==> src/hdl/vector_matrix_alu_macros.svh <==
// assertion macros shared by the vector matrix alu
`ifndef VECTOR_MATRIX_ALU_MACROS_SVH
`define VECTOR_MATRIX_ALU_MACROS_SVH

// same-cycle implication
`define VMA_ASSERT_NOW(label, ante, cons, msg) \
  label: assert property (@(posedge clk) disable iff (rst) (ante) |-> (cons)) \
    else $error(msg);

// next-cycle implication
`define VMA_ASSERT_NEXT(label, ante, cons, msg) \
  label: assert property (@(posedge clk) disable iff (rst) (ante) |=> (cons)) \
    else $error(msg);

`endif

==> src/hdl/vma_pkg.sv <==
// types, constants and helpers for the vector matrix alu
`timescale 1ns / 1ps

package vma_pkg;

  localparam int NUM_LANES   = 4;
  localparam int NUM_TERMS   = 4;
  localparam int COMP_W      = 16;
  localparam int OPND_W      = COMP_W + 1;
  localparam int PROD_W      = 2 * OPND_W;
  localparam int SUM_W       = PROD_W + 2;
  localparam int FRAC_W      = 8;
  localparam int QUOT_W      = SUM_W - FRAC_W;
  localparam int CFG_W       = 64;
  localparam int NUM_REGS    = 4;
  localparam int ADDR_W      = 5;
  localparam int IDX_LSB     = 3;
  localparam int IDX_W       = 2;

  localparam logic signed [OPND_W-1:0] ONE_OPND     = 17'sd256;
  localparam logic signed [OPND_W-1:0] NEG_ONE_OPND = -17'sd256;
  localparam logic signed [COMP_W-1:0] ONE_Q88      = 16'sd256;
  localparam logic signed [COMP_W-1:0] COMP_MAX     = 16'sh7fff;
  localparam logic signed [COMP_W-1:0] COMP_MIN     = 16'sh8000;
  localparam logic signed [SUM_W-1:0]  RND_HALF     = 36'sd128;

  localparam logic [CFG_W-1:0] COL_X_RESET = 64'h0000_0000_0000_0100;
  localparam logic [CFG_W-1:0] COL_Y_RESET = 64'h0000_0000_0100_0000;
  localparam logic [CFG_W-1:0] COL_Z_RESET = 64'h0000_0100_0000_0000;
  localparam logic [CFG_W-1:0] COL_W_RESET = 64'h0100_0000_0000_0000;

  typedef enum logic [IDX_W-1:0] {
    REG_COL_X = 2'd0,
    REG_COL_Y = 2'd1,
    REG_COL_Z = 2'd2,
    REG_COL_W = 2'd3
  } reg_idx_t;

  typedef enum logic [2:0] {
    OP_ADD    = 3'd0,
    OP_SUB    = 3'd1,
    OP_NEG    = 3'd2,
    OP_SCALE  = 3'd3,
    OP_LERP   = 3'd4,
    OP_DOT    = 3'd5,
    OP_CROSS  = 3'd6,
    OP_XFORM  = 3'd7
  } op_t;

  typedef logic signed [OPND_W-1:0] opnd_t;

  typedef struct packed {
    opnd_t [NUM_TERMS-1:0] m;
    opnd_t [NUM_TERMS-1:0] n;
  } lane_ops_t;

  typedef struct packed {
    logic ld_prod;
    logic ld_sum;
  } lane_ctl_t;

  function automatic opnd_t ext17(input logic [COMP_W-1:0] x);
    return {x[COMP_W-1], x};
  endfunction

endpackage

==> src/hdl/vma_lane.sv <==
// one lane: four registered products and their registered exact sum
`timescale 1ns / 1ps

module vma_lane (
  input  logic                               clk,
  input  vma_pkg::lane_ctl_t                 ctl,
  input  vma_pkg::lane_ops_t                 ops,
  output logic signed [vma_pkg::SUM_W-1:0]   sum
);
  import vma_pkg::*;

  logic signed [PROD_W-1:0] prod [NUM_TERMS];
  logic signed [SUM_W-1:0]  sum_next;

  always_ff @(posedge clk) begin
    if (ctl.ld_prod) begin
      for (int i = 0; i < NUM_TERMS; i++) begin
        prod[i] <= $signed(ops.m[i]) * $signed(ops.n[i]);
      end
    end
  end

  always_comb begin
    sum_next = '0;
    for (int i = 0; i < NUM_TERMS; i++) begin
      sum_next = sum_next + {{(SUM_W-PROD_W){prod[i][PROD_W-1]}}, prod[i]};
    end
  end

  always_ff @(posedge clk) begin
    if (ctl.ld_sum) begin
      sum <= sum_next;
    end
  end

endmodule

==> config.mk <==
export PLATFORM = sky130hd
export DESIGN_NAME = vma_lane
export DESIGN_NICKNAME = d
export VERILOG_FILES = /design/src/hdl/vector_matrix_alu_macros.svh /design/src/hdl/vma_pkg.sv /design/src/hdl/vma_lane.sv
export SDC_FILE = /design/constraint.sdc
export NUM_CORES = 2
export LEC_CHECK = 0
export BUFFER_PORTS_ARGS = -buffer_cell sky130_fd_sc_hd__buf_2
export CORE_ASPECT_RATIO = 1.4
export CORE_UTILIZATION = 52
export DETAILED_ROUTE_END_ITERATION = 8
export PLACE_DENSITY = 0.72
export SLEW_MARGIN = 40
export SYNTH_ARGS = -nofsm -noshare
export SYNTH_HDL_FRONTEND = slang
export SYNTH_SLANG_ARGS = --single-unit
==> constraint.sdc <==
create_clock -name clk -period 10.2 [get_ports clk]
set_input_delay 2.04 -clock clk [delete_from_list [all_inputs] [get_ports clk]]
set_output_delay 2.04 -clock clk [all_outputs]
set_load 0.05 [all_outputs]
# Word-level counts from Yosys, hierarchy flattened
# Memories as Yosys holds them, arrays and structs flattened.
# Cells that the tools add are included.
# classes
addsub,3
multipliers,4
mux,2
# ops
operator,count
17-bit by 17-bit multiplier with 34-bit output,4
35-bit by 34-bit adder with 36-bit output,1
36-bit adder,1
34-bit by 34-bit adder with 35-bit output,1
1-bit 2-to-1 mux,2
# word_totals
inputBits,139
regBits,36
memories,1
ram_bits,136
wordCells,11
output_inout_bits,36
# memory_table
name,depth,word_bits,rd,rd_clocked_by_memory_dff,wr,line,source
prod,4,34,4,0,4,vma_lane.sv:12,logic signed [PROD_W-1:0] prod [NUM_TERMS];

# Depth between registers and ports, before layout
# depth
ltp_word,3
depth_mapped,25
depth_no_buf,24

# Worst setup path before layout
# Ideal clock, no wire load.
# synth_path
kind,input to register
from,in ops[2] in the netlist's numbering
to,mem prod[0][33] in the netlist's numbering (data pin)
arrival_time_ns,7.695
required_ns,9.940
setup_slack_ns,2.246
setup_time_ns,0.260
cell_stages,20
path_buffers,1
path_cell_list,clkbuf_1 nand2_1 inv_1 fa_1 fa_1 fa_1 fa_1 fa_1 inv_1 fa_1 inv_1 ha_1 and4_1 a221o_1 a21o_1 o2111ai_1 nand4_1 a31o_2 a21oi_1 xnor2_1
# synth_lines
element,line,source
from (decl),vma_lane.sv:7,"input vma_pkg::lane_ops_t ops,"
to (decl),vma_lane.sv:12,

==> results list <==
- Critical-path maximum fanout: 17
- No sink is reached through more buffers than the 2 on the longest clock path.
- The setup path with the least slack is of type input pin to flop.
* Crit path max-delay cell type: sky130_fd_sc_hd__fa_1
* Area growth from synthesis to final layout: 4.89%
- Final Instance Area: approximately 0.054 mm²
- H-Tree Depth: 4
- Clock tree from TritonCTS: built
- Crit-path cells: buf_2 > nand2_1 > inv_1 > fa_1 > fa_1 > fa_1 > fa_1 > fa_1 > inv_1 > fa_1 > inv_1 > ha_1 > nand4_1 > nor3_1 > a221o_1 > a31oi_1 > a31oi_1 > a211o_1 > a21oi_1 > xnor2_1
* Routability congestion estimate from global placement: 0.901
- For this run, design rule violations remaining after detail routing come to 0.
- Standard cell core area: around 0.098 mm²
- Vert. Die Dim: around 370 µm
- Worst Setup End Kind: flop
- The initial antenna violation count came to 7.
* Final setup violating endpoints: 0
- Async set-reset flop share out of synthesis: 0%
* Relative slew slack: 54.2%
- The number of global-route vias before repair was around 39,000.
- The first global-routing pass estimated between 200 and 250 mm of wire.
- Most Frequent Cell on Critical Path: sky130_fd_sc_hd__fa_1
* Cell at the root of the clock tree: sky130_fd_sc_hd__clkbuf_16
* Number of placed I/O pins: roughly 180
- Cells with a size suffix above 1 make up under 10% of the layout.
* Synth Net Count: approximately 7,000
- Setup TNS Final: 0 ns
* Syn Area/Cell: between 9 and 10 µm²
- Status: completed
* Routed via count: approximately 35,000
- STA puts the critical path data arrival time at a little over 8 ns.
- Filler cell count in the final layout: 8,694
* Kind of path behind the tightest hold check: flop to flop
* Number of maximum-capacitance violations: 0
- Dividing the detail-routed wire length by the instance count gives 18.7 µm.
- Pin count of the biggest net entering global routing: between 70 and 80
- Counting instances in the post-synthesis netlist gives the leading cell types as 1,263 x sky130_fd_sc_hd__inv_1, 1,253 x sky130_fd_sc_hd__fa_1, 586 x sky130_fd_sc_hd__and2_1.
* Cell with the most instances after synthesis: sky130_fd_sc_hd__inv_1
* Number of iterations in the first detailed-routing pass: 5
- The count of endpoints failing hold in the final timing report was 0.
- Number of nets in the layout: 7,032
- The initial utilization of the core area, before any placement, comes to a little over half.
- Number of distinct library cells after synthesis: ~70
* Non-Filler Instances: roughly 6,600
- Routed Antenna Nets: 0
- Global routing finished with a remaining overflow of 0.
- Library cell with the largest summed area after synthesis: sky130_fd_sc_hd__fa_1
* Count of flip-flops with a built-in enable after synthesis: between 150 and 200
- The die covers 0.101 mm².
- Final Routed Wirelength: around 120 mm
* Highest clock rate: roughly 120 MHz
* Source-to-sink clock delay at the later pin of the worst-skew pair: around 0.46 ns
- Clock edge transition at the registers on the reported setup and hold paths: 0.09 ns
* Width of the die: roughly 270 µm
- Setup repair after global routing missed its margin: no
* Placed standard-cell area: 0.0536 mm²
- After floorplanning, the core was divided into roughly 140 placement rows.
- Crit path largest cell delay: 0.91 ns
- Among all flip-flop cells after synthesis, the most frequent one is sky130_fd_sc_hd__edfxtp_1.
* Avg Vias per Cell: 5.38
- Global routing consumed, over all layers together, between 20% and 30% of the routing resources.
- Gate count after technology mapping: 5,232
- Worst Setup Start Kind: input pin
* Resized Gates After CTS: 0
* Bufs and invs on worst path: 4
* Max-slew violation count: 0
- The clock period could shrink to 8.02 ns.
- Leading post-synthesis cells by cell area: sky130_fd_sc_hd__fa_1 49%, sky130_fd_sc_hd__edfxtp_1 10%, sky130_fd_sc_hd__inv_1 9.2%, sky130_fd_sc_hd__ha_1 9.1%, sky130_fd_sc_hd__and2_1 7.1%
- Share of Yosys cell area claimed by the top area cell type: 48.6%
- The clock drives around 170 sinks.
- The share of the Yosys chip area taken by registers is 10.0%.
- For the worst setup path, the data required time is 10.46 ns.
* Initial detailed-routing violation count: a little over 2,000
- Setup bufs post-CTS: 0
* Fin Hold WS: 0.723 ns
* Placed cell count: approximately 6,600
- In this run the cell area of the synthesized design comes to 0.0517 mm².
- Hold repair after CTS inserted 0 buffers.
* Kind of cell adding the most delay to the critical path: adder cells
* Synth warn: 0
- For the pin with the worst max-slew slack, the measured transition is approximately 0.68 ns.
* Post-synthesis register bit count: roughly 170
* Number of I/O port buffers: 174
* Half-perimeter wire length after placement: slightly above 100 mm
- Worst Clk Skew: around 0.023 ns
* Number of buffers created by CTS: 17
* Final clock period utilization by the worst path: ~79%
[area by class of cell]
type                            count  area [µm²]  area share, %
Multi-Input combinational cell   3636       41100           75.9
Sequential cell                   172        5160           9.53
Inverter                         1263        4740           8.75
Tap cell                         1311        1640           3.03
Timing Repair Buffer              175         891           1.64
Clock buffer                       17         425          0.785
Clock inverter                     15         173          0.319
Antenna cell                        2        5.00        0.00924
[through the flow]
step,setup WS (ns),util [%]
2_1_floorplan,2.25,-
3_3_place_gp,1.77,54.5
4_1_cts,2.26,55.1
3_5_place_dp,1.80,54.5
6_report,2.18,55.1
5_1_grt,1.83,55.1
[flip-flops by register name, indices dropped and copies added (netlist names)]
name,count
sum,36
prod,136
[routing by layer]
| metal | vias up | GRT usage [%] | share of wire, % |
|---|---|---|---|
| met5 | - | 0 | 0.057 |
| met4 | 12 | 11.3 | 5.0 |
| met3 | 328 | 2.99 | 5.0 |
| met2 | 1061 | 47.1 | 53 |
| met1 | 18500 | 31.7 | 37 |
| li1 | 15600 | - | - |
[path summary, 6_finish.rpt]
check                end  startpoint  slack, ns  depth (start not counted)
max          prod[3][32]    ops[135]       2.18                         20
min               sum[0]  prod[1][0]       0.72                          1
max reg2reg      sum[21]  prod[2][1]       5.91                         14
min reg2reg       sum[0]  prod[1][0]       0.72                          1
[logic make-up after synthesis]
| family | Yosys count | synth area share [%] |
|---|---|---|
| fa+ha+maj | 1628 | 57.6 |
| simple gates | 1440 | 14.0 |
| buf+inv | 1424 | 10.4 |
| compound gates | 394 | 5.03 |
| xor+xnor | 172 | 2.92 |
| flops | 172 | 10.0 |
| mux | 2 | 0.0388 |
[layout by cell type, fill, tap and decap left out, types with 35 or more instances in the layout]
cell                          n
sky130_fd_sc_hd__a21o_1      48
sky130_fd_sc_hd__a21oi_1    125
sky130_fd_sc_hd__and2_1     586
sky130_fd_sc_hd__buf_2      172
sky130_fd_sc_hd__edfxtp_1   172
sky130_fd_sc_hd__fa_1      1253
sky130_fd_sc_hd__ha_1       375
sky130_fd_sc_hd__inv_1     1263
sky130_fd_sc_hd__nand2_1    564
sky130_fd_sc_hd__nand2b_1    35
sky130_fd_sc_hd__nor2_1     128
sky130_fd_sc_hd__o21ai_0     58
sky130_fd_sc_hd__xnor2_1    139
[worst register-to-register path, delay by kind of cell (launching register included)]
family                   cells  cell delay, ns
AO/OA/AOI/OAI                7            1.22
XOR/XNOR                     1            0.46
adder cells (fa/ha/maj)      4            1.65
buffers and inverters        1            0.06
flip-flops                   1            0.52
AND/OR/NAND/NOR              1            0.14
Power is not shown: default switching activity piles up to over one toggle a cycle in this logic, so the estimate is an artifact.
