$ cat src/hdl/vector_matrix_alu_macros.svh
// assertion macros shared by the vector matrix alu
`ifndef VECTOR_MATRIX_ALU_MACROS_SVH
`define VECTOR_MATRIX_ALU_MACROS_SVH

// same-cycle implication
`define VMA_ASSERT_NOW(label, ante, cons, msg) \
  label: assert property (@(posedge clk) disable iff (rst) (ante) |-> (cons)) \
    else $error(msg);

// next-cycle implication
`define VMA_ASSERT_NEXT(label, ante, cons, msg) \
  label: assert property (@(posedge clk) disable iff (rst) (ante) |=> (cons)) \
    else $error(msg);

`endif

$ cat src/hdl/vma_pkg.sv
// types, constants and helpers for the vector matrix alu
`timescale 1ns / 1ps

package vma_pkg;

  localparam int NUM_LANES   = 4;
  localparam int NUM_TERMS   = 4;
  localparam int COMP_W      = 16;
  localparam int OPND_W      = COMP_W + 1;
  localparam int PROD_W      = 2 * OPND_W;
  localparam int SUM_W       = PROD_W + 2;
  localparam int FRAC_W      = 8;
  localparam int QUOT_W      = SUM_W - FRAC_W;
  localparam int CFG_W       = 64;
  localparam int NUM_REGS    = 4;
  localparam int ADDR_W      = 5;
  localparam int IDX_LSB     = 3;
  localparam int IDX_W       = 2;

  localparam logic signed [OPND_W-1:0] ONE_OPND     = 17'sd256;
  localparam logic signed [OPND_W-1:0] NEG_ONE_OPND = -17'sd256;
  localparam logic signed [COMP_W-1:0] ONE_Q88      = 16'sd256;
  localparam logic signed [COMP_W-1:0] COMP_MAX     = 16'sh7fff;
  localparam logic signed [COMP_W-1:0] COMP_MIN     = 16'sh8000;
  localparam logic signed [SUM_W-1:0]  RND_HALF     = 36'sd128;

  localparam logic [CFG_W-1:0] COL_X_RESET = 64'h0000_0000_0000_0100;
  localparam logic [CFG_W-1:0] COL_Y_RESET = 64'h0000_0000_0100_0000;
  localparam logic [CFG_W-1:0] COL_Z_RESET = 64'h0000_0100_0000_0000;
  localparam logic [CFG_W-1:0] COL_W_RESET = 64'h0100_0000_0000_0000;

  typedef enum logic [IDX_W-1:0] {
    REG_COL_X = 2'd0,
    REG_COL_Y = 2'd1,
    REG_COL_Z = 2'd2,
    REG_COL_W = 2'd3
  } reg_idx_t;

  typedef enum logic [2:0] {
    OP_ADD    = 3'd0,
    OP_SUB    = 3'd1,
    OP_NEG    = 3'd2,
    OP_SCALE  = 3'd3,
    OP_LERP   = 3'd4,
    OP_DOT    = 3'd5,
    OP_CROSS  = 3'd6,
    OP_XFORM  = 3'd7
  } op_t;

  typedef logic signed [OPND_W-1:0] opnd_t;

  typedef struct packed {
    opnd_t [NUM_TERMS-1:0] m;
    opnd_t [NUM_TERMS-1:0] n;
  } lane_ops_t;

  typedef struct packed {
    logic ld_prod;
    logic ld_sum;
  } lane_ctl_t;

  function automatic opnd_t ext17(input logic [COMP_W-1:0] x);
    return {x[COMP_W-1], x};
  endfunction

endpackage

$ cat src/hdl/vma_merge.sv
// rounding, saturation and merge of lane sums into the output word register
`timescale 1ns / 1ps

module vma_merge (
  input  logic                                          clk,
  input  logic                                          rst,
  input  logic                                          sum_valid,
  input  vma_pkg::op_t                                  sum_op,
  input  logic signed [vma_pkg::NUM_LANES-1:0][vma_pkg::SUM_W-1:0] sums,
  output logic                                          free,
  output logic                                          out_valid,
  input  logic                                          out_ready,
  output logic signed [15:0]                            rx,
  output logic signed [15:0]                            ry,
  output logic signed [15:0]                            rz,
  output logic signed [15:0]                            rw,
  output logic signed [15:0]                            scalar,
  output logic                                          saturated
);
  import vma_pkg::*;

  logic signed [COMP_W-1:0] res   [NUM_LANES];
  logic [NUM_LANES-1:0]     clip;
  logic signed [COMP_W-1:0] rx_next;
  logic signed [COMP_W-1:0] ry_next;
  logic signed [COMP_W-1:0] rz_next;
  logic signed [COMP_W-1:0] rw_next;
  logic signed [COMP_W-1:0] scalar_next;
  logic                     saturated_next;

  assign free = !out_valid || out_ready;

  always_comb begin
    logic signed [SUM_W-1:0]  rnd;
    logic signed [QUOT_W-1:0] q;
    for (int k = 0; k < NUM_LANES; k++) begin
      rnd = sums[k] + RND_HALF;
      q   = rnd[SUM_W-1:FRAC_W];
      if (q > QUOT_W'(COMP_MAX)) begin
        res[k]  = COMP_MAX;
        clip[k] = 1'b1;
      end else if (q < QUOT_W'(COMP_MIN)) begin
        res[k]  = COMP_MIN;
        clip[k] = 1'b1;
      end else begin
        res[k]  = q[COMP_W-1:0];
        clip[k] = 1'b0;
      end
    end
  end

  always_comb begin
    rx_next        = res[0];
    ry_next        = res[1];
    rz_next        = res[2];
    rw_next        = ONE_Q88;
    scalar_next    = '0;
    saturated_next = |clip[2:0];
    case (sum_op)
      OP_DOT: begin
        rx_next        = '0;
        ry_next        = '0;
        rz_next        = '0;
        scalar_next    = res[0];
        saturated_next = clip[0];
      end
      OP_XFORM: begin
        rw_next        = res[3];
        saturated_next = |clip;
      end
      default: ;
    endcase
  end

  always_ff @(posedge clk) begin
    if (rst) begin
      out_valid <= 1'b0;
    end else if (free) begin
      out_valid <= sum_valid;
    end
  end

  always_ff @(posedge clk) begin
    if (free && sum_valid) begin
      rx        <= rx_next;
      ry        <= ry_next;
      rz        <= rz_next;
      rw        <= rw_next;
      scalar    <= scalar_next;
      saturated <= saturated_next;
    end
  end

endmodule
$ cat config.mk
export PLATFORM = sky130hd
export DESIGN_NAME = vma_merge
export DESIGN_NICKNAME = d
export VERILOG_FILES = /design/src/hdl/vector_matrix_alu_macros.svh /design/src/hdl/vma_pkg.sv /design/src/hdl/vma_merge.sv
export SDC_FILE = /design/constraint.sdc
export NUM_CORES = 1
export LEC_CHECK = 0
export ABC_AREA = 1
export BUFFER_PORTS_ARGS = -buffer_cell sky130_fd_sc_hd__buf_2
export CAP_MARGIN = 20
export CORE_ASPECT_RATIO = 0.6
export CORE_MARGIN = 2
export CORE_UTILIZATION = 40
export DETAILED_ROUTE_END_ITERATION = 12
export PLACE_DENSITY_LB_ADDON = 0.15
export SYNTH_ARGS = -nofsm -noshare
export SYNTH_HDL_FRONTEND = slang
export SYNTH_SLANG_ARGS = --single-unit
$ cat constraint.sdc
create_clock -name clk -period 5.34 [get_ports clk]
set_input_delay 1.068 -clock clk [delete_from_list [all_inputs] [get_ports clk]]
set_output_delay 1.068 -clock clk [all_outputs]
set_load 0.02 [all_outputs]
# [Word-level counts from Yosys, hierarchy flattened]
# Index checks and enable logic that the tools add are counted.
[totals] ff_bits=82 inputBits=151 out_inout_bits=83 wordCells=50
[op_classes] add_sub_neg=4 order_cmp=8 eq_ne=2 n_mux=17 bitwise=1 reduce_logical=8
[ops] operator="adder 36 x 8 -> 36 bit (second input constant)" count=4
[ops] operator="greater-than comparator 28 x 16 -> 1 bit (second input constant)" count=4
[ops] operator="less-than comparator 28 x 16 -> 1 bit (second input constant)" count=4
[ops] operator="two-way mux 16 bit" count=5
[ops] operator="two-way mux 15 bit" count=3
[ops] operator="two-way mux 1 bit" count=8
[ops] operator="equality test 3 bit (second input constant)" count=2
[ops] operator="OR reduction 2 bit" count=3
[ops] operator="OR reduction 4 bit" count=1
[ops] operator="OR reduction 3 bit" count=1
[ops] operator="case mux 1 bit (2 select lines)" count=1
[ops] operator="logical AND 1 bit" count=1
[ops] operator="zero test 1 bit" count=1
[ops] operator="logical OR 1 bit" count=1
[ops] operator="NOT 1 bit" count=1

# [Logic depth before layout (Yosys ltp)]
# Gate-level depths: netlist of the first run.
[logic_depth] depth_word=6 mapped_depth=18 mapped_depth_nobuf=18

# [Least setup slack after synthesis of the first run]
# Ideal clock, no wire load.
[synth_timing] kind="input to register" from="in sum_valid" to="reg rw[0], enable pin" setup_ps=547 arrival_time_ps=5028 t_required_ps=4793 path_slack_ps=-236 cell_stages=2 path_buffers=0 cell_sequence="inv_1 -> a21oi_1"
[synth_via] elab_chain_cells=1
[synth_lines] element="start: declaration" line="vma_merge.sv:7" rtl="input logic sum_valid,"
[synth_lines] element="logical AND 1 bit" line="vma_merge.sv:84" rtl="if (free && sum_valid) begin"
[synth_lines] element="end signal: assignment" line="vma_merge.sv:88" rtl="rw <= rw_next;"
[synth_lines] element="end: declaration" line="vma_merge.sv:16" rtl="output logic signed [15:0] rw,"
# No other way between the ends.
# A chain may end at the register's enable or synchronous reset.

# [Worst setup path after layout of the first run]
[layout_timing] from="in sums[7] in the netlist's numbering" to="reg saturated (data pin)"
[layout_via] elab_chain_cells=6 word_cells_on_any_way=8 cone_classes="1 x add/sub; 2 x order compare; 3 x mux; 2 x reduce/logical"
[layout_lines] element="start: declaration" line="vma_merge.sv:9" rtl="input logic signed [vma_pkg::NUM_LANES-1:0][vma_pkg::SUM_W-1:0] sums,"
[layout_lines] element="adder 36 x 8 -> 36 bit (*)" line="vma_merge.sv:37" rtl="rnd = sums[k] + RND_HALF;"
[layout_lines] element="less-than comparator 28 x 16 -> 1 bit" line="vma_merge.sv:42" rtl="end else if (q < QUOT_W'(COMP_MIN)) begin"
[layout_lines] element="two-way mux 1 bit" line="vma_merge.sv:42"
[layout_lines] element="two-way mux 1 bit (*)" line="vma_merge.sv:39" rtl="if (q > QUOT_W'(COMP_MAX)) begin"
[layout_lines] element="OR reduction 4 bit or OR reduction 3 bit (tied branches)" line="vma_merge.sv:69, vma_merge.sv:58"
[layout_lines] element="case mux 1 bit (2 select lines) (*)" line="vma_merge.sv:59" rtl="case (sum_op)"
[layout_lines] element="named net saturated_next" line="vma_merge.sv:29" rtl="logic saturated_next;"
[layout_lines] element="end signal: assignment" line="vma_merge.sv:90" rtl="saturated <= saturated_next;"
[layout_lines] element="end: declaration" line="vma_merge.sv:18" rtl="output logic saturated"
# The timed path passes the listed nets; every way through them passes the cells marked *.

==> results of run 1 <==
## cell families after synthesis
group,Yosys count
adder cells (fa/ha/maj),4
buffers and inverters,107
AND/OR/NAND/NOR,633
XOR/XNOR,57
AO/OA/AOI/OAI,91
flip-flops,82
## worst paths after layout
check                    startpoint                     end  slack, ns  cells after the start
min reg2reg  out_valid$_SDFFE_PP0N_  out_valid$_SDFFE_PP0N_       0.55                      2
max reg2reg  out_valid$_SDFFE_PP0N_    ry[12]$_SDFFCE_PP0P_       3.60                      2
min          out_valid$_SDFFE_PP0N_  out_valid$_SDFFE_PP0N_       0.55                      2
max                         sums[7]     saturated$_DFFE_PP_       2.16                     17
## metrics by stage
step                worst slack (ns)  instances  hold slack, ns
floorplan                       1.42        974           0.718
global placement                1.88       1396           0.533
detailed placement              1.81       1396           0.542
CTS                             2.17       1412           0.551
global route                    1.85       1412           0.610
finish                          2.16       1412           0.551
## layout by cell type, fill, tap and decap left out, types with 3 or more instances in the layout
cell type	netlist	layout
nor3_1	9	9
nand2_1	324	324
buf_2	1	205
xnor2_1	23	23
xor2_1	34	34
and2_1	7	7
ha_1	4	4
nor2_4	10	10
nor2_2	23	23
a21oi_1	34	33
nor4_1	4	4
or2_2	3	3
edfxtp_1	81	81
clkbuf_16	0	9
o21ai_1	24	24
inv_1	91	91
nand3_2	8	8
nor2_1	135	135
nand3b_1	19	19
nand4_1	8	8
o21ai_2	9	9
nand3_1	57	57
inv_2	3	3
o21ai_0	19	19
nand2_2	19	19
## report_power, final
| part | internal, µW | switching (µW) | leakage (µW) |
|---|---|---|---|
| clock network | 410 | 254 | 0.000153 |
| logic | 126 | 262 | 0.00279 |
| registers | 761 | 12.1 | 0.000793 |
## worst reg2reg max path: cells and delay by family (launching register included)
kind,cells,cell delay (ns)
DFF,1,0.35
buffers and inverters,1,0.82
AOI/OAI and AO/OA,1,0.14
## registers in the layout, summed over array words and instances (netlist names)
name       count
out_valid      1
rw            16
rx            16
ry            16
rz            16
saturated      1
scalar        16
## routing by layer
metal	routed length [µm]	up-vias	share of wire [%]	GRT usage, %
met1	10400	3055	52	34.1
li1	-	3564	-	-
met4	48	0	0.24	1.94
met5	0	-	0	0
met2	7930	249	39	30.6
met3	1780	5	8.8	5.66
## Yosys cell counts (all sizes together)
library cell  instances
inv                  94
a21boi                1
o211a                 1
and2                  7
or2                   4
a21oi                35
clkbuf                3
a31oi                 1
nand2               344
buf                  10
nor4                  4
xnor2                23
ha                    4
a211oi                1
and3                  1
nand3b               19
xor2                 34
nor3                 13
nor2                168
nand4                 8
edfxtp               81
o21ai                52
nand3                65
dfxtp                 1
## final cells by class
type                    instances  area (µm²)
clock buffers                  11         233
clock inverters                 5        78.8
fillers                      1688        8110
inverters                      94         353
multi-input cells             785        3930
flip-flops and latches         82        2450
well taps                     228         285
repair buffers                207        1040
==> out/metrics.csv, run 1 <==
metric,value,unit
outcome,completed,
seq_area_frac_synth,35.8,%
drive_gt1_share,25.6,%
track_usage,21.8,%
via_per_inst,4.87,
synth_mux_area_share,0,%
syn_area_per_cell,7.03,µm²
period_needed,3.18,ns
grt_pass1_wl,31.8,mm
grt_pass1_vias,6088,
cts_tree,yes,
syn_area,6840,µm²
hold_path.class,flip-flop to flip-flop,
worst_ep_arrival_time,3.27,ns
path_class,primary input to flip-flop,
first_pass_iters,5,
post_dp_cell_area,8060,µm²
wl,20.2,mm
finalMaxSlewViolations,0,
crit_family,simple AND/OR/NAND/NOR gates,
diodes,0,
grt_overflow,0,
coreArea,16500,µm²
pin_count,234,
yosys.cell_types.count,39,
grt_max_degree,82,
crit_chain,"buf_2, ha_1, nand3_1, inv_1, nand2_2, nor2_4, nand2_1, nand2_1, nand2_1, nor2_1, nand2_1, nor2_1, nand2_1, nand2_2, nand3_1, nor2_1, nor2_1",
slew_headroom,28.4,%
required,5.43,ns
h-tree-depth,3,
worst_pin_slew,1.07,ns
cts_sinks,82,
ys_warn_count,0,
fmax,0.315,GHz
numCtsBuffers,9,
timing.max_cap.violations,0,
rsz0062_at_grt,no,
clk_pin_slew,0.07,ns
yosysTopAreaCell,edfxtp_1,
path_common_cell,nand2_1,
setup_viol,0,
final_antenna_net_count,0,
clock_latency,0.33,ns
final_area,8370,µm²
grt_antenna_before_repair,0,
synth_xor_area_share,7.30,%
synth_area_leaders,"edfxtp_1 (36%), nand2_1 (18%), nor2_1 (7.4%)",
die_x,173,µm
utilization,50.8,%
critical_path_buf_inv_count,2,
finalSetupTns,0,ns
synthCells,974,
setup.worst_path.start_class,primary input,
nNetsFinal,1334,
p_leak,0.00373,µW
vias,6873,
synth-simple-area-share,41.9,%
vdd_drop_max,166,µV
fp.dieH,105,µm
fin_skew,0.00714,ns
cts_setup_buffers,0,
power_density,218,nW/µm²
port_buffers,205,
drc_errors,0,
timing.final.crit_share,59.5,%
hpwl,16.4,mm
die_area,18200,µm²
drtIter0Drc,585,
hold_violations,0,
rows,36,
cts_resized,0,
yosys.area.top_type_share,35.5,%
end_kind,flip-flop,
hold_buffers,0,
slowest_delay,0.46,ns
synth_top_family_by_area,simple AND/OR/NAND/NOR gates,
synth_compound_area_share,7.37,%
syn_to_final_growth,22.4,%
cts_max_path_buffers,2,
initial_core_util,41.5,%
synthesis.nets,1129,
slowest_stage,nand2_2,
synthAdderAreaFrac,0.731,%
place.gp.congestion,0.939,
cts_root_buffer,clkbuf_16,
wl_per_cell,14.3,µm
ys_seq_elements,82,
total_power,1830,µW
critPathMaxFanout,32,
Power figures use the tool's default switching activity.
==> inputs of run 2 (changes only) <==
--- a/config.mk
+++ b/config.mk
@@ -5,7 +5,7 @@
 export SDC_FILE = /design/constraint.sdc
 export NUM_CORES = 1
 export LEC_CHECK = 0
-export ABC_AREA = 1
+export ABC_AREA = 0
 export BUFFER_PORTS_ARGS = -buffer_cell sky130_fd_sc_hd__buf_2
 export CAP_MARGIN = 20
 export CORE_ASPECT_RATIO = 0.6
==> constraint.sdc (replaced) <==
create_clock -name clk -period 3.1 [get_ports clk]
set_input_delay 0.62 -clock clk [delete_from_list [all_inputs] [get_ports clk]]
set_output_delay 0.62 -clock clk [all_outputs]
set_load 0.02 [all_outputs]
==> run 2 against run 1 <==
Effect of this change:
- power grew 67%
- via count down 9.3%
- synthesized area fell by 15%
- largest cell class unchanged
==> out/metrics.csv, run 2 <==
metric,value,unit,change
placed_cells,1116,,was 1396
first_pass_iters,5,,unchanged
syn_to_final_growth,38.2,%,was 22.4%
post_dp_cell_area,7760,µm²,was 8060 µm²
grt_max_degree,82,,unchanged
grt_antenna_before_repair,0,,unchanged
worst_slack,0.243,ns,was 2.16 ns
cts_root_buffer,clkbuf_16,,unchanged
synth_enable_flop_cells,81,,unchanged
dpl_worst_slack,-0.209,ns,was 1.81 ns
period_needed,2.86,ns,
initial_core_util,40.6,%,was 41.5%
path_class,primary input to flip-flop,,unchanged
vdd_drop_max,290,µV,was 166 µV
place.gp.congestion,0.969,,was 0.939
hold_violations,0,,unchanged
final_area,8070,µm²,was 8370 µm²
port_buffers,205,,unchanged
coreArea,14400,µm²,was 16500 µm²
die_x,160,µm,was 173 µm
rsz0062_at_grt,no,,unchanged
setup_viol,0,,unchanged
synth_area_leaders,"edfxtp_1 (42%), o21ai_0 (6.0%), xor2_1 (5.8%)",,"was edfxtp_1 (36%), nand2_1 (18%), nor2_1 (7.4%)"
yosys.area.top_type_share,41.7,%,was 35.5%
path_common_cell,or4_1,,was nand2_1
layout_common_cells,"buf_2 (205), buf_4 (93), edfxtp_1 (81)",,"was nand2_1 (324), buf_2 (205), nor2_1 (135)"
ys_top_cells_by_count,"edfxtp_1 (81), o21ai_0 (70), nand2_1 (52), nor2_1 (52), nand3_1 (44)",,"was nand2_1 (324), nor2_1 (135), inv_1 (91)"
required,3.16,ns,was 5.43 ns
worst_ep_arrival_time,2.92,ns,was 3.27 ns
synthesis.nets,795,,was 1129
utilization,56.1,%,was 50.8%
rows,34,,was 36
worst_pin_slew,0.500,ns,was 1.07 ns
grt_pass1_wl,29.5,mm,was 31.8 mm
slew_headroom,66.7,%,was 28.4%
clk_pin_slew,0.06,ns,was 0.07 ns
ys_warn_count,0,,unchanged
fin_skew,0.00709,ns,was 0.00714 ns
synthCells,640,,was 974
track_usage,23.2,%,was 21.8%
cts_max_path_buffers,2,,unchanged
timing.final.crit_share,92.2,%,
fp.dieH,97.6,µm,was 105 µm
drtIter0Drc,414,,was 585
hold_path.class,primary input to flip-flop,,was flip-flop to flip-flop
drc_errors,0,,unchanged
finalMaxSlewViolations,0,,unchanged
grt_overflow,0,,unchanged
slowest_delay,0.53,ns,was 0.46 ns
wl,18.2,mm,was 20.2 mm
die_area,15600,µm²,was 18200 µm²
seq_area_frac_synth,42.0,%,was 35.8%
cts_setup_buffers,0,,unchanged
fmax,0.350,GHz,
ys_seq_elements,82,,unchanged
timing.max_cap.violations,0,,unchanged
end_kind,flip-flop,,unchanged
pin_count,234,,unchanged
dominantRegCellSynth,edfxtp_1,,unchanged
slowest_stage,or4_1,,was nand2_2
cts_tree,yes,,unchanged
crit_chain,"buf_2, nand4_1, or3_1, or4_1, mux2i_1, a21oi_1, or4_1, a22oi_1, nand3_1",,"was buf_2, ha_1, nand3_1, inv_1, nand2_2, nor2_4, nand2_1, nand2_1, nand2_1, nor2_1, nand2_1, nor2_1, nand2_1, nand2_2, nand3_1, nor2_1, nor2_1"
async_reset_ff_share,0,%,unchanged
p_leak,0.00315,µW,was 0.00373 µW
grt_pass1_vias,5897,,was 6088
setup.worst_path.start_class,primary input,,unchanged
critPathMaxFanout,2,,was 32
yosys.cell_types.count,63,,was 39
cts_sinks,82,,unchanged
nNetsFinal,1084,,was 1334
fin_cells,1133,,was 1412
wl_per_cell,16.1,µm,was 14.3 µm
hold_slack,0.437,ns,was 0.551 ns
synth.most_common_cell,edfxtp_1,,was nand2_1
clock_latency,0.33,ns,about the same
outcome,completed,,unchanged
numCtsBuffers,9,,unchanged
yosysTopAreaCell,edfxtp_1,,unchanged
power_density,377,nW/µm²,was 218 nW/µm²
final_antenna_net_count,0,,unchanged
syn_area_per_cell,9.12,µm²,was 7.03 µm²
hold_buffers,0,,unchanged
drive_gt1_share,35.8,%,was 25.6%
layout_commonest_cell,buf_2,,was nand2_1
h-tree-depth,3,,unchanged
vias,6236,,was 6873
syn_area,5840,µm²,was 6840 µm²
hpwl,14.4,mm,was 16.4 mm
via_per_inst,5.50,,was 4.87
-- run 2: cell count changes after synthesis, sizes merged, moves of 17 or more --
| cell | delta |
|---|---|
| nand2 | -291 |
| o21ai | +27 |
| inv | -86 |
| nor2 | -116 |
| nand3b | -17 |
| nand4 | +27 |
| nand3 | -20 |
-- run 2: power breakdown --
| part | internal, µW | leakage [µW] | switching [µW] |
|---|---|---|---|
| Sequential | 1310 | 0.000793 | 17.5 |
| Combinational | 251 | 0.00222 | 398 |
| Clock | 621 | 0.000137 | 446 |
-- run 2: kinds of logic (layout without fill, tap and decap cells) --
family	Yosys count	count (layout)	synth area share (%)
simple gates	300	300	28.5
flops	82	82	42.0
other cells	0	1	0
xor+xnor	68	68	10.2
mux	5	5	0.879
compound gates	151	151	15.4
buf+inv	30	324	2.19
fa+ha+maj	4	4	0.857
-- run 2: stage by stage --
stage / power (µW) / setup TNS, ns
after global placement: 1980 / -1.34
after global routing: 3170 / 0
after detailed placement: 1990 / -1.70
final: 3040 / 0
after floorplan: 1660 / 0
after CTS: 3070 / 0
-- run 2: repair_timing --
| item | 4_1_cts | 5_1_grt |
|---|---|---|
| setup endpoints to repair | 0 | 10 |
| hold endpoints to repair | 0 | 0 |
| resized for setup | 0 | 3 |
-- run 2: cell type report --
| class | instances | area, µm² |
|---|---|---|
| multi-input combinational | 528 | 3280 |
| fill | 1351 | 6310 |
| sequential | 82 | 2450 |
| tap | 198 | 248 |
| antenna | 1 | 2.50 |
| inverter | 8 | 30.0 |
| timing repair buffer | 300 | 1760 |
| clock inverter | 7 | 70.1 |
| clock buffer | 9 | 225 |
-- run 2: final timing paths --
kind / start / to / slack [ns] / depth (start not counted)
max: sums[10] / saturated$_DFFE_PP_ / 0.24 / 9
max reg2reg: out_valid$_SDFFE_PP0N_ / rz[6]$_SDFFCE_PP0P_ / 1.71 / 3
min reg2reg: out_valid$_SDFFE_PP0N_ / out_valid$_SDFFE_PP0N_ / 0.53 / 2
min: rst / out_valid$_SDFFE_PP0N_ / 0.44 / 2
-- run 2: routing by layer --
layer | vias to the layer above | wire length (µm) | GRT usage [%]
met5 | - | 0 | 0
met2 | 257 | 7770 | 35.0
met4 | 0 | 225 | 4.99
met3 | 19 | 1310 | 3.88
li1 | 3061 | - | -
met1 | 2899 | 8920 | 34.9
-- run 2: worst max-delay path, delay by kind of cell --
family | cells | cell delay [ns]
AND/OR/NAND/NOR | 5 | 1.67
multiplexers | 1 | 0.15
AO/OA/AOI/OAI | 2 | 0.38
buffers and inverters | 1 | 0.10
