`src/hdl/vector_matrix_alu_macros.svh`:
```
// assertion macros shared by the vector matrix alu
`ifndef VECTOR_MATRIX_ALU_MACROS_SVH
`define VECTOR_MATRIX_ALU_MACROS_SVH

// same-cycle implication
`define VMA_ASSERT_NOW(label, ante, cons, msg) \
  label: assert property (@(posedge clk) disable iff (rst) (ante) |-> (cons)) \
    else $error(msg);

// next-cycle implication
`define VMA_ASSERT_NEXT(label, ante, cons, msg) \
  label: assert property (@(posedge clk) disable iff (rst) (ante) |=> (cons)) \
    else $error(msg);

`endif

```
`src/hdl/vma_pkg.sv`:
```
// types, constants and helpers for the vector matrix alu
`timescale 1ns / 1ps

package vma_pkg;

  localparam int NUM_LANES   = 4;
  localparam int NUM_TERMS   = 4;
  localparam int COMP_W      = 16;
  localparam int OPND_W      = COMP_W + 1;
  localparam int PROD_W      = 2 * OPND_W;
  localparam int SUM_W       = PROD_W + 2;
  localparam int FRAC_W      = 8;
  localparam int QUOT_W      = SUM_W - FRAC_W;
  localparam int CFG_W       = 64;
  localparam int NUM_REGS    = 4;
  localparam int ADDR_W      = 5;
  localparam int IDX_LSB     = 3;
  localparam int IDX_W       = 2;

  localparam logic signed [OPND_W-1:0] ONE_OPND     = 17'sd256;
  localparam logic signed [OPND_W-1:0] NEG_ONE_OPND = -17'sd256;
  localparam logic signed [COMP_W-1:0] ONE_Q88      = 16'sd256;
  localparam logic signed [COMP_W-1:0] COMP_MAX     = 16'sh7fff;
  localparam logic signed [COMP_W-1:0] COMP_MIN     = 16'sh8000;
  localparam logic signed [SUM_W-1:0]  RND_HALF     = 36'sd128;

  localparam logic [CFG_W-1:0] COL_X_RESET = 64'h0000_0000_0000_0100;
  localparam logic [CFG_W-1:0] COL_Y_RESET = 64'h0000_0000_0100_0000;
  localparam logic [CFG_W-1:0] COL_Z_RESET = 64'h0000_0100_0000_0000;
  localparam logic [CFG_W-1:0] COL_W_RESET = 64'h0100_0000_0000_0000;

  typedef enum logic [IDX_W-1:0] {
    REG_COL_X = 2'd0,
    REG_COL_Y = 2'd1,
    REG_COL_Z = 2'd2,
    REG_COL_W = 2'd3
  } reg_idx_t;

  typedef enum logic [2:0] {
    OP_ADD    = 3'd0,
    OP_SUB    = 3'd1,
    OP_NEG    = 3'd2,
    OP_SCALE  = 3'd3,
    OP_LERP   = 3'd4,
    OP_DOT    = 3'd5,
    OP_CROSS  = 3'd6,
    OP_XFORM  = 3'd7
  } op_t;

  typedef logic signed [OPND_W-1:0] opnd_t;

  typedef struct packed {
    opnd_t [NUM_TERMS-1:0] m;
    opnd_t [NUM_TERMS-1:0] n;
  } lane_ops_t;

  typedef struct packed {
    logic ld_prod;
    logic ld_sum;
  } lane_ctl_t;

  function automatic opnd_t ext17(input logic [COMP_W-1:0] x);
    return {x[COMP_W-1], x};
  endfunction

endpackage

```
`src/hdl/vma_operand_sel.sv`:
```
// per-lane multiplier operand selection by operation
`timescale 1ns / 1ps

module vma_operand_sel (
  input  vma_pkg::op_t                                   operation,
  input  logic signed [15:0]                             ax,
  input  logic signed [15:0]                             ay,
  input  logic signed [15:0]                             az,
  input  logic signed [15:0]                             aw,
  input  logic signed [15:0]                             bx,
  input  logic signed [15:0]                             by,
  input  logic signed [15:0]                             bz,
  input  logic signed [15:0]                             factor,
  input  logic [vma_pkg::NUM_REGS-1:0][vma_pkg::CFG_W-1:0] matrix,
  output vma_pkg::lane_ops_t [vma_pkg::NUM_LANES-1:0]    ops
);
  import vma_pkg::*;

  opnd_t av [NUM_LANES];
  opnd_t bv [NUM_LANES];
  opnd_t tv;

  assign av[0] = ext17(ax);
  assign av[1] = ext17(ay);
  assign av[2] = ext17(az);
  assign av[3] = ext17(aw);
  assign bv[0] = ext17(bx);
  assign bv[1] = ext17(by);
  assign bv[2] = ext17(bz);
  assign bv[3] = '0;
  assign tv    = ext17(factor);

  always_comb begin
    int j;
    int l;
    for (int k = 0; k < NUM_LANES; k++) begin
      j = (k == 0) ? 1 : ((k == 1) ? 2 : 0);
      l = (k == 0) ? 2 : ((k == 1) ? 0 : 1);
      ops[k] = '0;
      case (operation)
        OP_ADD: begin
          ops[k].m[0] = av[k];
          ops[k].n[0] = ONE_OPND;
          ops[k].m[1] = bv[k];
          ops[k].n[1] = ONE_OPND;
        end
        OP_SUB: begin
          ops[k].m[0] = av[k];
          ops[k].n[0] = ONE_OPND;
          ops[k].m[1] = bv[k];
          ops[k].n[1] = NEG_ONE_OPND;
        end
        OP_NEG: begin
          ops[k].m[0] = av[k];
          ops[k].n[0] = NEG_ONE_OPND;
        end
        OP_SCALE: begin
          ops[k].m[0] = av[k];
          ops[k].n[0] = tv;
        end
        OP_LERP: begin
          ops[k].m[0] = av[k];
          ops[k].n[0] = ONE_OPND;
          ops[k].m[1] = bv[k] - av[k];
          ops[k].n[1] = tv;
        end
        OP_DOT: begin
          for (int i = 0; i < 3; i++) begin
            ops[k].m[i] = av[i];
            ops[k].n[i] = bv[i];
          end
        end
        OP_CROSS: begin
          ops[k].m[0] = av[j];
          ops[k].n[0] = bv[l];
          ops[k].m[1] = av[l];
          ops[k].n[1] = -bv[j];
        end
        OP_XFORM: begin
          for (int i = 0; i < NUM_TERMS; i++) begin
            ops[k].m[i] = av[i];
            ops[k].n[i] = ext17(matrix[k][COMP_W*i +: COMP_W]);
          end
        end
        default: ops[k] = '0;
      endcase
    end
  end

endmodule

```
`config.mk`:
```
export PLATFORM = sky130hd
export DESIGN_NAME = vma_operand_sel
export DESIGN_NICKNAME = d
export VERILOG_FILES = /design/src/hdl/vector_matrix_alu_macros.svh /design/src/hdl/vma_pkg.sv /design/src/hdl/vma_operand_sel.sv
export SDC_FILE = /design/constraint.sdc
export NUM_CORES = 1
export LEC_CHECK = 0
export BUFFER_PORTS_ARGS = -buffer_cell sky130_fd_sc_hd__buf_2
export CELL_PAD_IN_SITES_DETAIL_PLACEMENT = 0
export CELL_PAD_IN_SITES_GLOBAL_PLACEMENT = 2
export CORE_AREA = 2 2 367 369
export DETAILED_ROUTE_END_ITERATION = 6
export DIE_AREA = 0 0 369 371
export PLACE_DENSITY = 0.47
export SLEW_MARGIN = 30
export SYNTH_ARGS = -nofsm -noshare
export SYNTH_HDL_FRONTEND = slang
export SYNTH_SLANG_ARGS = --single-unit
export TNS_END_PERCENT = 1
```
`constraint.sdc`:
```
create_clock -name vclk -period 2.8
set_clock_uncertainty 0.2 [all_clocks]
set_input_delay 0.28 -clock vclk [all_inputs]
set_output_delay 0.28 -clock vclk [all_outputs]
set_load 0.05 [all_outputs]
```
Word level (Yosys, flattened, before mapping)

Index checks and enable logic that the tools add are counted.

Bits in registers: 0
Bits of input ports: 387

Add/subtract/negate cells: 7
Muxes and demuxes: 26
Equality and inequality tests: 7
Reductions and logical operators: 8

Operators with widths:

| operator              | count |
|---|---|
| $pmux 17 s6           | 7 |
| $pmux 17 s2           | 8 |
| $pmux 17 s4           | 2 |
| $mux 17               | 6 |
| $pmux 17 s3           | 2 |
| $pmux 17 s5           | 1 |
| $neg 16->17           | 3 |
| $sub 16x16->17        | 3 |
| $sub 1x16->17 const A | 1 |
| $eq 3x3->1 const B    | 4 |
| $reduce_or 7->1       | 1 |
| $eq 3x2->1 const B    | 2 |
| $reduce_or 2->1       | 3 |
| $reduce_or 3->1       | 2 |
| $reduce_or 5->1       | 1 |
| $eq 3x1->1 const B    | 1 |
| $logic_not 3->1       | 1 |

Logic depth before layout (Yosys ltp)

Gate-level depths: netlist of run 1.

Word-level depth: 3
Mapped depth: 9

Worst setup path before layout of run 1

OpenSTA, ideal clock, no wires.

Path type: input to output
From: input ax[2]
To: output ops[101] (netlist name)
Buffers on the path: 0
Path slack: -714 ps
Arrival time: 3034 ps
Cell stages on the path: 8
Data required time: 2320 ps
Path through: inv_1 ha_1 nor2b_1 o31a_1 o311a_1 a221o_1 o31a_1 o21ai_0

RTL lines:

| what            | RTL line              | source |
|---|---|---|
| start, declared | vma_operand_sel.sv:6  | `input logic signed [15:0] ax,` |
| end, declared   | vma_operand_sel.sv:15 | `output vma_pkg::lane_ops_t [vma_pkg::NUM_LANES-1:0] ops` |

==> results.sh, run 1 <==
export IMPL_final_max_slew_violation_count=0
export IMPL_crit_path_top_delay_cell="o311a_1"
export IMPL_p_per_area_nw_per_um2=285
export IMPL_mappedNetlistArea_um2=9820
export IMPL_critical_path_top_delay_family="compound AO/OA/AOI/OAI gates"
export IMPL_switching_share=0.631
export IMPL_worst_endpoint_required_ns=2.32
export IMPL_nFillCells=15400
export IMPL_nClkBuffers=0
export IMPL_sequentialPowerShare=0
export IMPL_coreArea_um2=133000
export IMPL_share_of_final_layout_standard_cells_stronger_than_drive_strength_1=0.541
export IMPL_comb_power_share=1.000
export IMPL_drt_pass1_iter_count=6
export IMPL_globalRoute_totalOverflow=0
export IMPL_detail_route_iter0_violations=1025
export IMPL_critical_path_max_fanout=2
export IMPL_synthDistinctLibCells=64
export IMPL_dieWidth_um=369
export IMPL_vias_in_the_first_global_route=17000
export IMPL_route_detailed_drc=0
export IMPL_worstPathBufferInverterCount=4
export IMPL_seq_area_um2=0
export IMPL_area_of_combinational_cells_with_multiple_inputs_um2=8800
export IMPL_io_pins=931
export IMPL_synthToLayoutAreaGrowth_pct=131
export IMPL_antenna_found_initial=33
export IMPL_worst_pin_slew_ns=0.750
export IMPL_synth_top_family_by_area="compound AO/OA/AOI/OAI gates"
export IMPL_path_class="in2out"
export IMPL_final_min_period_over_clock_period=1.08
export IMPL_synth_simple_gate_area_frac=0.263
export IMPL_placed_cells=4462
export IMPL_total_leakage_power_nw=11.2
export IMPL_synth_warnings=0
export IMPL_finish_net_count=3142
export IMPL_rsz0062_at_grt="yes"
export IMPL_flops_and_latches=0
export IMPL_cts_hold_repair_buffers=0
export IMPL_min_period_ns=3.03
export IMPL_viasPerCell=3.82
export IMPL_post_route_setup_tns_ns=-1.35
export IMPL_postSynthCellCount=1618
export IMPL_synth_mux_area_fraction=0.0247
export IMPL_timing_max_slew_rel_slack=0.496
export IMPL_max_freq_mhz=330
export IMPL_power_share_clock=0
export IMPL_worstPathArrival_ns=2.55
export IMPL_power_net_switching_mw=4.08
export IMPL_num_vias=17100
export IMPL_critical_path_cell_chain="buf_12 -> clkinv_8 -> ha_4 -> fa_2 -> nor2b_2 -> o31a_1 -> o311a_1 -> a221o_1 -> buf_6 -> xnor2_2 -> o21ai_2 -> buf_12"
export IMPL_fp_row_count=134
export IMPL_synth_area_in_compound_gates=0.405
export IMPL_die_y_um=371
export IMPL_postSynthNetCount=2060
export IMPL_worst_hold_path_type="in2out"
export IMPL_fin_cells=4475
export IMPL_ant_nets=0
export IMPL_grt_pass1_wl_um=163000
export IMPL_setup_viol=16
export IMPL_timing_hold_violations_final=0
export IMPL_synth_area_per_cell_um2=6.07
export IMPL_internal_power_mw=2.38
export IMPL_run_status="complete, but fails checks"
export IMPL_grt_total_usage=0.175
export IMPL_critPathCaptureType="primary output"
export IMPL_postRouteWirelength_um=129000
export IMPL_total_of_max_cap_violations=0
export IMPL_finalWeightedCongestion=0.844
export IMPL_failed_checks="setup timing"
export IMPL_timing_critical_path_slowest_cell_delay_ns=0.40
export IMPL_power_ir_vdd_worst_uv=107
export IMPL_fin_ws_ns=-0.234
export IMPL_initial_utilization=0.0740
export IMPL_hpwlAfterDp_um=115000
export IMPL_critPathLaunchType="input port"
export IMPL_io_buffers=931
export IMPL_portion_of_the_post_synthesis_area_used_by_sequential_elements=0
export IMPL_post_synth_fa_ha_maj_area_fraction=0.0724
export IMPL_wl_per_cell_um=28.7
export IMPL_die_area_um2=137000
export IMPL_cp_most_frequent_cell="buf_12"
export IMPL_synth_xor_xnor_area_share=0.0696
export IMPL_maximum_number_of_pins_on_one_net_before_global_route_repair=65
[kinds of logic (layout without fill, tap and decap cells)]
kind of cell | after synthesis | after routing
buffers and inverters | 314 | 1394
AO/OA/AOI/OAI | 592 | 592
multiplexers | 23 | 23
adder cells (fa/ha/maj) | 55 | 55
other | 0 | 9
AND/OR/NAND/NOR | 556 | 556
XOR/XNOR | 78 | 78
[cells in the final DEF (no fill, tap or decap), types with 8 or more instances in the layout]
| master | n |
|---|---|
| inv_1 | 52 |
| diode_2 | 9 |
| o21a_1 | 13 |
| buf_4 | 367 |
| o21ai_0 | 112 |
| nand3_1 | 10 |
| a22o_1 | 79 |
| xnor2_1 | 27 |
| ha_1 | 42 |
| a22oi_1 | 42 |
| o21ai_2 | 18 |
| and2_1 | 80 |
| xor2_1 | 47 |
| nand2_1 | 250 |
| a221o_1 | 19 |
| nand2b_1 | 10 |
| a21o_1 | 46 |
| nor3_1 | 35 |
| a211o_1 | 8 |
| nor2b_1 | 12 |
| o221ai_1 | 15 |
| a21oi_1 | 94 |
| nor2_1 | 87 |
| buf_12 | 250 |
| ha_4 | 9 |
| buf_2 | 703 |
| o22ai_1 | 52 |
| mux2i_1 | 13 |
| o21ai_1 | 20 |
| mux2_2 | 10 |
[final timing paths]
kind   startpoint       end  slack [ns]  cells past startpoint
min   matrix[156]  ops[301]        0.71                      4
max         bx[0]   ops[99]       -0.23                     12
[cell type report]
cell class,instances,share of cell area
inverters,63,0.0116
repair buffers,1331,0.502
diodes,9,0.000993
well taps,1768,0.0975
multi-input cells,1304,0.388
[cell usage after synthesis, drive strengths merged, types with 46 or more instances]
master | instances | area, um2
o21ai | 150 | 751
a21o | 46 | 345
inv | 63 | 236
clkbuf | 111 | 417
ha | 52 | 651
buf | 140 | 977
and2 | 83 | 521
nor2 | 96 | 360
nand2 | 254 | 953
a21oi | 97 | 485
xor2 | 49 | 429
a22o | 79 | 692
o22ai | 54 | 338
[timing repair]
item,CTS,global route
resized for setup,77,71
buffers inserted,0,4
endpoints found under the setup margin,65,69
pin swaps,14,24
endpoints found under the hold margin,0,0
[power groups by stage]
stage               logic (mW)  registers, mW  clock network, mW
CTS                       6.47              0                  0
global placement          6.40              0                  0
finish                    6.46              0       0.0000000959
detailed placement        6.38              0                  0
global route              6.78              0       0.0000000497
floorplan                 3.12              0                  0
[stage by stage]
stage               hold WS (ns)  area [um2]  power, mW  worst slack (ns)  utilization
floorplan                  0.592        9850       3.12            -0.337            -
global placement           0.714       22000       6.40            -0.644        0.166
detailed placement         0.716       22000       6.38            -0.621        0.166
CTS                        0.711       22300       6.47            -0.363        0.168
global route               0.730       22700       6.78            -0.282        0.171
finish                     0.711       22700       6.46            -0.234        0.171
[worst min-delay path, delay by kind of cell]
| family | cells | cell delay, ns |
|---|---|---|
| simple gates | 2 | 0.09 |
| buf+inv | 2 | 0.27 |
[routing by layer]
| metal | global-route usage | up-vias | wire length [um] |
|---|---|---|---|
| met5 | 0 | - | 129 |
| met4 | 0.00942 | 22 | 714 |
| met3 | 0.0336 | 59 | 7980 |
| met2 | 0.298 | 747 | 61200 |
| met1 | 0.239 | 8372 | 58500 |
| li1 | - | 7900 | - |
(Power assumes the default switching activity.)
==> run 2: changes to the inputs <==
--- a/config.mk
+++ b/config.mk
@@ -12,6 +12,7 @@
 export DETAILED_ROUTE_END_ITERATION = 6
 export DIE_AREA = 0 0 369 371
 export PLACE_DENSITY = 0.47
+export REMOVE_ABC_BUFFERS = 1
 export SLEW_MARGIN = 30
 export SYNTH_ARGS = -nofsm -noshare
 export SYNTH_HDL_FRONTEND = slang
==> run 2 against run 1 <==
The flow still finishes with violations (setup timing). Setup slack lost 0.25 ns. First-iteration DRC count fell by 5.8%. Wire length shrank 2.1%. Cell area up 2.2%.
==> results.sh, run 2 (synthesis results as in run 1) <==
export IMPL_power_net_switching_mw=4.11
export IMPL_final_core_utilization=0.175
export IMPL_io_buffers=931
export IMPL_share_of_final_layout_standard_cells_stronger_than_drive_strength_1=0.546
export IMPL_viasPerCell=3.78
export IMPL_power_share_clock=0
export IMPL_detail_route_iter0_violations=966
export IMPL_initial_utilization=0.0740
export IMPL_switching_share=0.625
export IMPL_fin_ws_ns=-0.485
export IMPL_vias_in_the_first_global_route=17000
export IMPL_worst_pin_slew_ns=0.741
export IMPL_antenna_found_initial=41
export IMPL_die_area_um2=137000
export IMPL_final_min_period_over_clock_period=1.17
export IMPL_worst_endpoint_required_ns=2.32
export IMPL_min_period_ns=3.29
export IMPL_timing_max_slew_rel_slack=0.513
export IMPL_num_vias=17000
export IMPL_power_ir_vdd_worst_uv=104
export IMPL_coreArea_um2=133000
export IMPL_grt_total_usage=0.173
export IMPL_fp_row_count=134
export IMPL_failed_checks="setup timing"
export IMPL_final_max_slew_violation_count=0
export IMPL_layout_cells_most_common="buf_2"
export IMPL_seq_area_um2=0
export IMPL_finalWeightedCongestion=0.840
export IMPL_layout_cells_most_common_list="678 x buf_2, 405 x buf_4, 261 x buf_12, 248 x nand2_1, 109 x o21ai_0"
export IMPL_io_pins=931
export IMPL_hpwlAfterDp_um=114000
export IMPL_critical_path_max_fanout=4
export IMPL_sequentialPowerShare=0
export IMPL_worst_hold_path_type="in2out"
export IMPL_dieWidth_um=369
export IMPL_drt_pass1_iter_count=7
export IMPL_comb_power_share=1.000
export IMPL_critPathLaunchType="input port"
export IMPL_globalRoute_totalOverflow=0
export IMPL_synthToLayoutAreaGrowth_pct=136
export IMPL_die_y_um=371
export IMPL_flops_and_latches=0
export IMPL_ant_nets=0
export IMPL_grt_pass1_wl_um=162000
export IMPL_worstPathArrival_ns=2.81
export IMPL_hold_ws_ns=0.704
export IMPL_route_detailed_drc=0
export IMPL_finish_net_count=3171
export IMPL_path_class="in2out"
export IMPL_cts_hold_repair_buffers=0
export IMPL_nClkBuffers=0
export IMPL_rsz0062_at_grt="yes"
export IMPL_maximum_number_of_pins_on_one_net_before_global_route_repair=49
export IMPL_p_per_area_nw_per_um2=284
export IMPL_setup_viol=34
export IMPL_total_leakage_power_nw=11.4
export IMPL_run_status="complete, but fails checks"
export IMPL_postRouteWirelength_um=126000
export IMPL_critPathCaptureType="primary output"
export IMPL_internal_power_mw=2.47
export IMPL_total_of_max_cap_violations=0
export IMPL_wl_per_cell_um=28.0
export IMPL_timing_hold_violations_final=0
export IMPL_max_freq_mhz=304
==> run 2: cell types whose count changed in the layout (fill, tap and decap cells not counted), moves of 5 or more <==
cell | before | now
o21ai_2 | 18 | 13
buf_2 | 703 | 678
o21ai_1 | 20 | 26
nor2_4 | 4 | 9
buf_12 | 250 | 261
buf_4 | 367 | 405
==> run 2: layout make-up <==
class,count,area [um2]
Inverter,63,241
Multi-Input combinational cell,1304,8870
Antenna cell,7,17.5
Fill cell,15200,110000
Timing Repair Buffer,1360,11800
Tap cell,1768,2210
==> run 2: path summary, 6_finish.rpt <==
path  slack [ns]   startpoint  cells past startpoint  endpoint
min         0.70  matrix[220]                      4  ops[437]
max        -0.49        ax[2]                     11  ops[101]
==> run 2: power groups by stage <==
stage | Sequential (mW) | Combinational, mW | Clock [mW]
floorplan | 0 | 2.94 | 0
global placement | 0 | 6.50 | 0
detailed placement | 0 | 6.49 | 0
CTS | 0 | 6.62 | 0
global route | 0 | 6.89 | 0.0000000477
finish | 0 | 6.58 | 0.000000257
==> run 2: layer usage <==
| layer | global-route usage | share of wire |
|---|---|---|
| met1 | 0.225 | 0.44 |
| met3 | 0.0329 | 0.058 |
| met4 | 0.00793 | 0.0081 |
| met5 | 0 | 0.0017 |
| met2 | 0.310 | 0.49 |
==> run 2: what timing repair did <==
| item | 4_1_cts | 5_1_grt |
|---|---|---|
| endpoints found under the setup margin | 73 | 68 |
| pin swaps | 16 | 19 |
| endpoints found under the hold margin | 0 | 0 |
| resized for setup | 133 | 72 |
| gates cloned | 0 | 0 |
| buffers inserted | 1 | 0 |
==> run 2: worst max-delay path: stages <==
cell and delay, ns:
buf_4 0.11, inv_2 0.06, ha_1 0.30, nor2b_2 0.17, o31a_1 0.37, o311a_4 0.43, a221o_1 0.35, o31a_1 0.30
o21ai_2 0.19, buf_6 0.13, buf_12 0.12
==> run 2: per-stage QoR <==
| step | TNS (ns) | power, mW | worst slack [ns] | area, um2 | instances |
|---|---|---|---|---|---|
| finish | -4.55 | 6.58 | -0.485 | 23200 | 4502 |
| global route | -8.53 | 6.89 | -0.566 | 23200 | 4496 |
| CTS | -5.89 | 6.62 | -0.545 | 22900 | 4495 |
| detailed placement | -21.62 | 6.49 | -1.13 | 22400 | 4494 |
| global placement | -21.47 | 6.50 | -1.09 | 22400 | 4494 |
| floorplan | -2078.83 | 2.94 | -8.11 | 8430 | 1367 |
==> run 3: changes to the inputs <==
--- a/config.mk
+++ b/config.mk
@@ -11,6 +11,7 @@
 export CORE_AREA = 2 2 367 369
 export DETAILED_ROUTE_END_ITERATION = 6
 export DIE_AREA = 0 0 369 371
+export GPL_TIMING_DRIVEN = 0
 export PLACE_DENSITY = 0.47
 export REMOVE_ABC_BUFFERS = 1
 export SLEW_MARGIN = 30
==> run 3 against run 2 <==
Flip-flop and latch count did not move. The run still ends with setup timing left. Critical path depth unchanged. Core utilization fell by 3.4 points. Final cell count is 7.7% lower. First-iteration DRC count grew 7.0%. Die area did not move.
==> results.sh, run 3 (synthesis results as in run 1) <==
export IMPL_run_status="complete, but fails checks"
export IMPL_failed_checks="setup timing"
export IMPL_postRouteWirelength_um=122000
export IMPL_flops_and_latches=0
export IMPL_fin_ws_ns=-0.295
export IMPL_layout_cells_most_common="buf_2"
export IMPL_rsz0062_at_grt="yes"
export IMPL_wl_per_cell_um=29.5
export IMPL_dpl_cell_area_um2=16300
export IMPL_seq_area_um2=0
export IMPL_route_met3_wl_um=8880
export IMPL_nClkBuffers=0
export IMPL_dieWidth_um=369
export IMPL_vias_in_the_first_global_route=15100
export IMPL_timing_max_slew_rel_slack=0.470
export IMPL_share_of_final_layout_standard_cells_stronger_than_drive_strength_1=0.501
export IMPL_critical_path_cell_chain="buf_12 -> clkinv_8 -> ha_4 -> fa_2 -> nor2b_4 -> o31a_1 -> o311a_4 -> a221o_1 -> o31a_1 -> o21ai_2 -> buf_6"
export IMPL_viasPerCell=3.84
export IMPL_final_min_period_over_clock_period=1.11
export IMPL_p_per_area_nw_per_um2=295
export IMPL_critical_path_max_fanout=3
export IMPL_globalRoute_totalOverflow=0
export IMPL_route_detailed_drc=0
export IMPL_hpwlAfterDp_um=103000
export IMPL_timing_hold_violations_final=0
export IMPL_dr_wl_met2_um=58700
export IMPL_grt_pass1_wl_um=154000
export IMPL_final_core_utilization=0.141
export IMPL_total_of_max_cap_violations=0
export IMPL_total_leakage_power_nw=9.04
export IMPL_nFillCells=15700
export IMPL_final_max_slew_violation_count=0
export IMPL_area_of_combinational_cells_with_multiple_inputs_um2=9210
export IMPL_maximum_number_of_pins_on_one_net_before_global_route_repair=48
export IMPL_finish_net_count=2810
export IMPL_critPathLaunchType="input port"
export IMPL_top_layer_used="met5"
export IMPL_power_ir_vdd_worst_uv=111
export IMPL_met1_length_um=53000
export IMPL_worstPathArrival_ns=2.62
export IMPL_initial_utilization=0.0740
export IMPL_coreArea_um2=133000
export IMPL_ant_nets=0
export IMPL_synthToLayoutAreaGrowth_pct=90.0
export IMPL_max_freq_mhz=323
export IMPL_critPathCaptureType="primary output"
export IMPL_detail_route_iter0_violations=1034
export IMPL_die_y_um=371
export IMPL_design_area_um2=18700
export IMPL_drt_pass1_iter_count=7
export IMPL_finalWeightedCongestion=0.777
export IMPL_hold_path_depth=4
export IMPL_io_pins=931
export IMPL_crit_path_top_delay_cell="o311a_4"
export IMPL_cp_most_frequent_cell="o31a_1"
export IMPL_worst_hold_path_type="in2out"
export IMPL_setup_viol=90
export IMPL_die_area_um2=137000
export IMPL_worst_endpoint_required_ns=2.32
export IMPL_antenna_found_initial=56
export IMPL_path_class="in2out"
export IMPL_timing_critical_path_slowest_cell_delay_ns=0.43
export IMPL_num_vias=16000
export IMPL_io_buffers=931
export IMPL_min_period_ns=3.10
export IMPL_grt_total_usage=0.167
export IMPL_worst_pin_slew_ns=0.791
export IMPL_overall_power_after_layout_mw=5.50
export IMPL_fp_row_count=134
export IMPL_layout_cells_most_common_list="693 x buf_2, 243 x nand2_1, 142 x buf_4, 120 x o21ai_0, 87 x a21oi_1"
run 3: cell types whose count changed in the layout (fill, tap and decap cells not counted), sizes merged:
cell and delta:
inv -13, clkbuf +45, diode +14, bufbuf +3
buf -409, clkinv +1, clkinvlp +12
run 3: repair_timing:
action                                  4_1_cts  5_1_grt
pin swaps                                    27       25
endpoints found under the setup margin      457      255
cloned                                        3        0
hold buffers                                  0        0
buffers inserted                             22        5
resized for setup                           215      471
run 3: final timing paths:
| kind | startpoint | endpoint | slack, ns |
|---|---|---|---|
| worst max-delay path | bx[0] | ops[101] | -0.30 |
| worst min-delay path | matrix[158] | ops[303] | 0.70 |
run 3: worst max-delay path: cells and delay by family:
family / cells / cell delay, ns
AO/OA/AOI/OAI: 5 / 1.54
adder cells (fa/ha/maj): 2 / 0.39
buffers and inverters: 3 / 0.33
AND/OR/NAND/NOR: 1 / 0.06
run 3: metrics by stage:
stage               cells  hold WS (ns)  TNS (ns)  worst slack, ns
global placement     4066         0.740  -6088.52           -17.85
finish               4155         0.697    -10.21           -0.295
floorplan            1367         0.640  -2078.83            -8.11
detailed placement   4104         0.743   -288.76            -1.66
CTS                  4129         0.744    -31.02           -0.373
global route         4142         0.714    -20.47           -0.349
run 3: cell type report:
type	instances	area share
Timing Repair Buffer	999	0.367
Tap cell	1768	0.119
Multi-Input combinational cell	1304	0.494
Antenna cell	21	0.00282
Inverter	63	0.0176
run 3: where the power goes:
group,leakage [nW],total (mW),switching (mW),internal (mW)
clock,0.000131,0.000000611,0,0.000000611
sequential,0,0,0,0
combinational,9.04,5.50,3.93,1.58
run 3: layer usage:
layer  up-vias  track usage
li1       7270            -
met1      7802        0.221
met2       751        0.288
met3        91       0.0348
met4        42       0.0160
met5         -            0
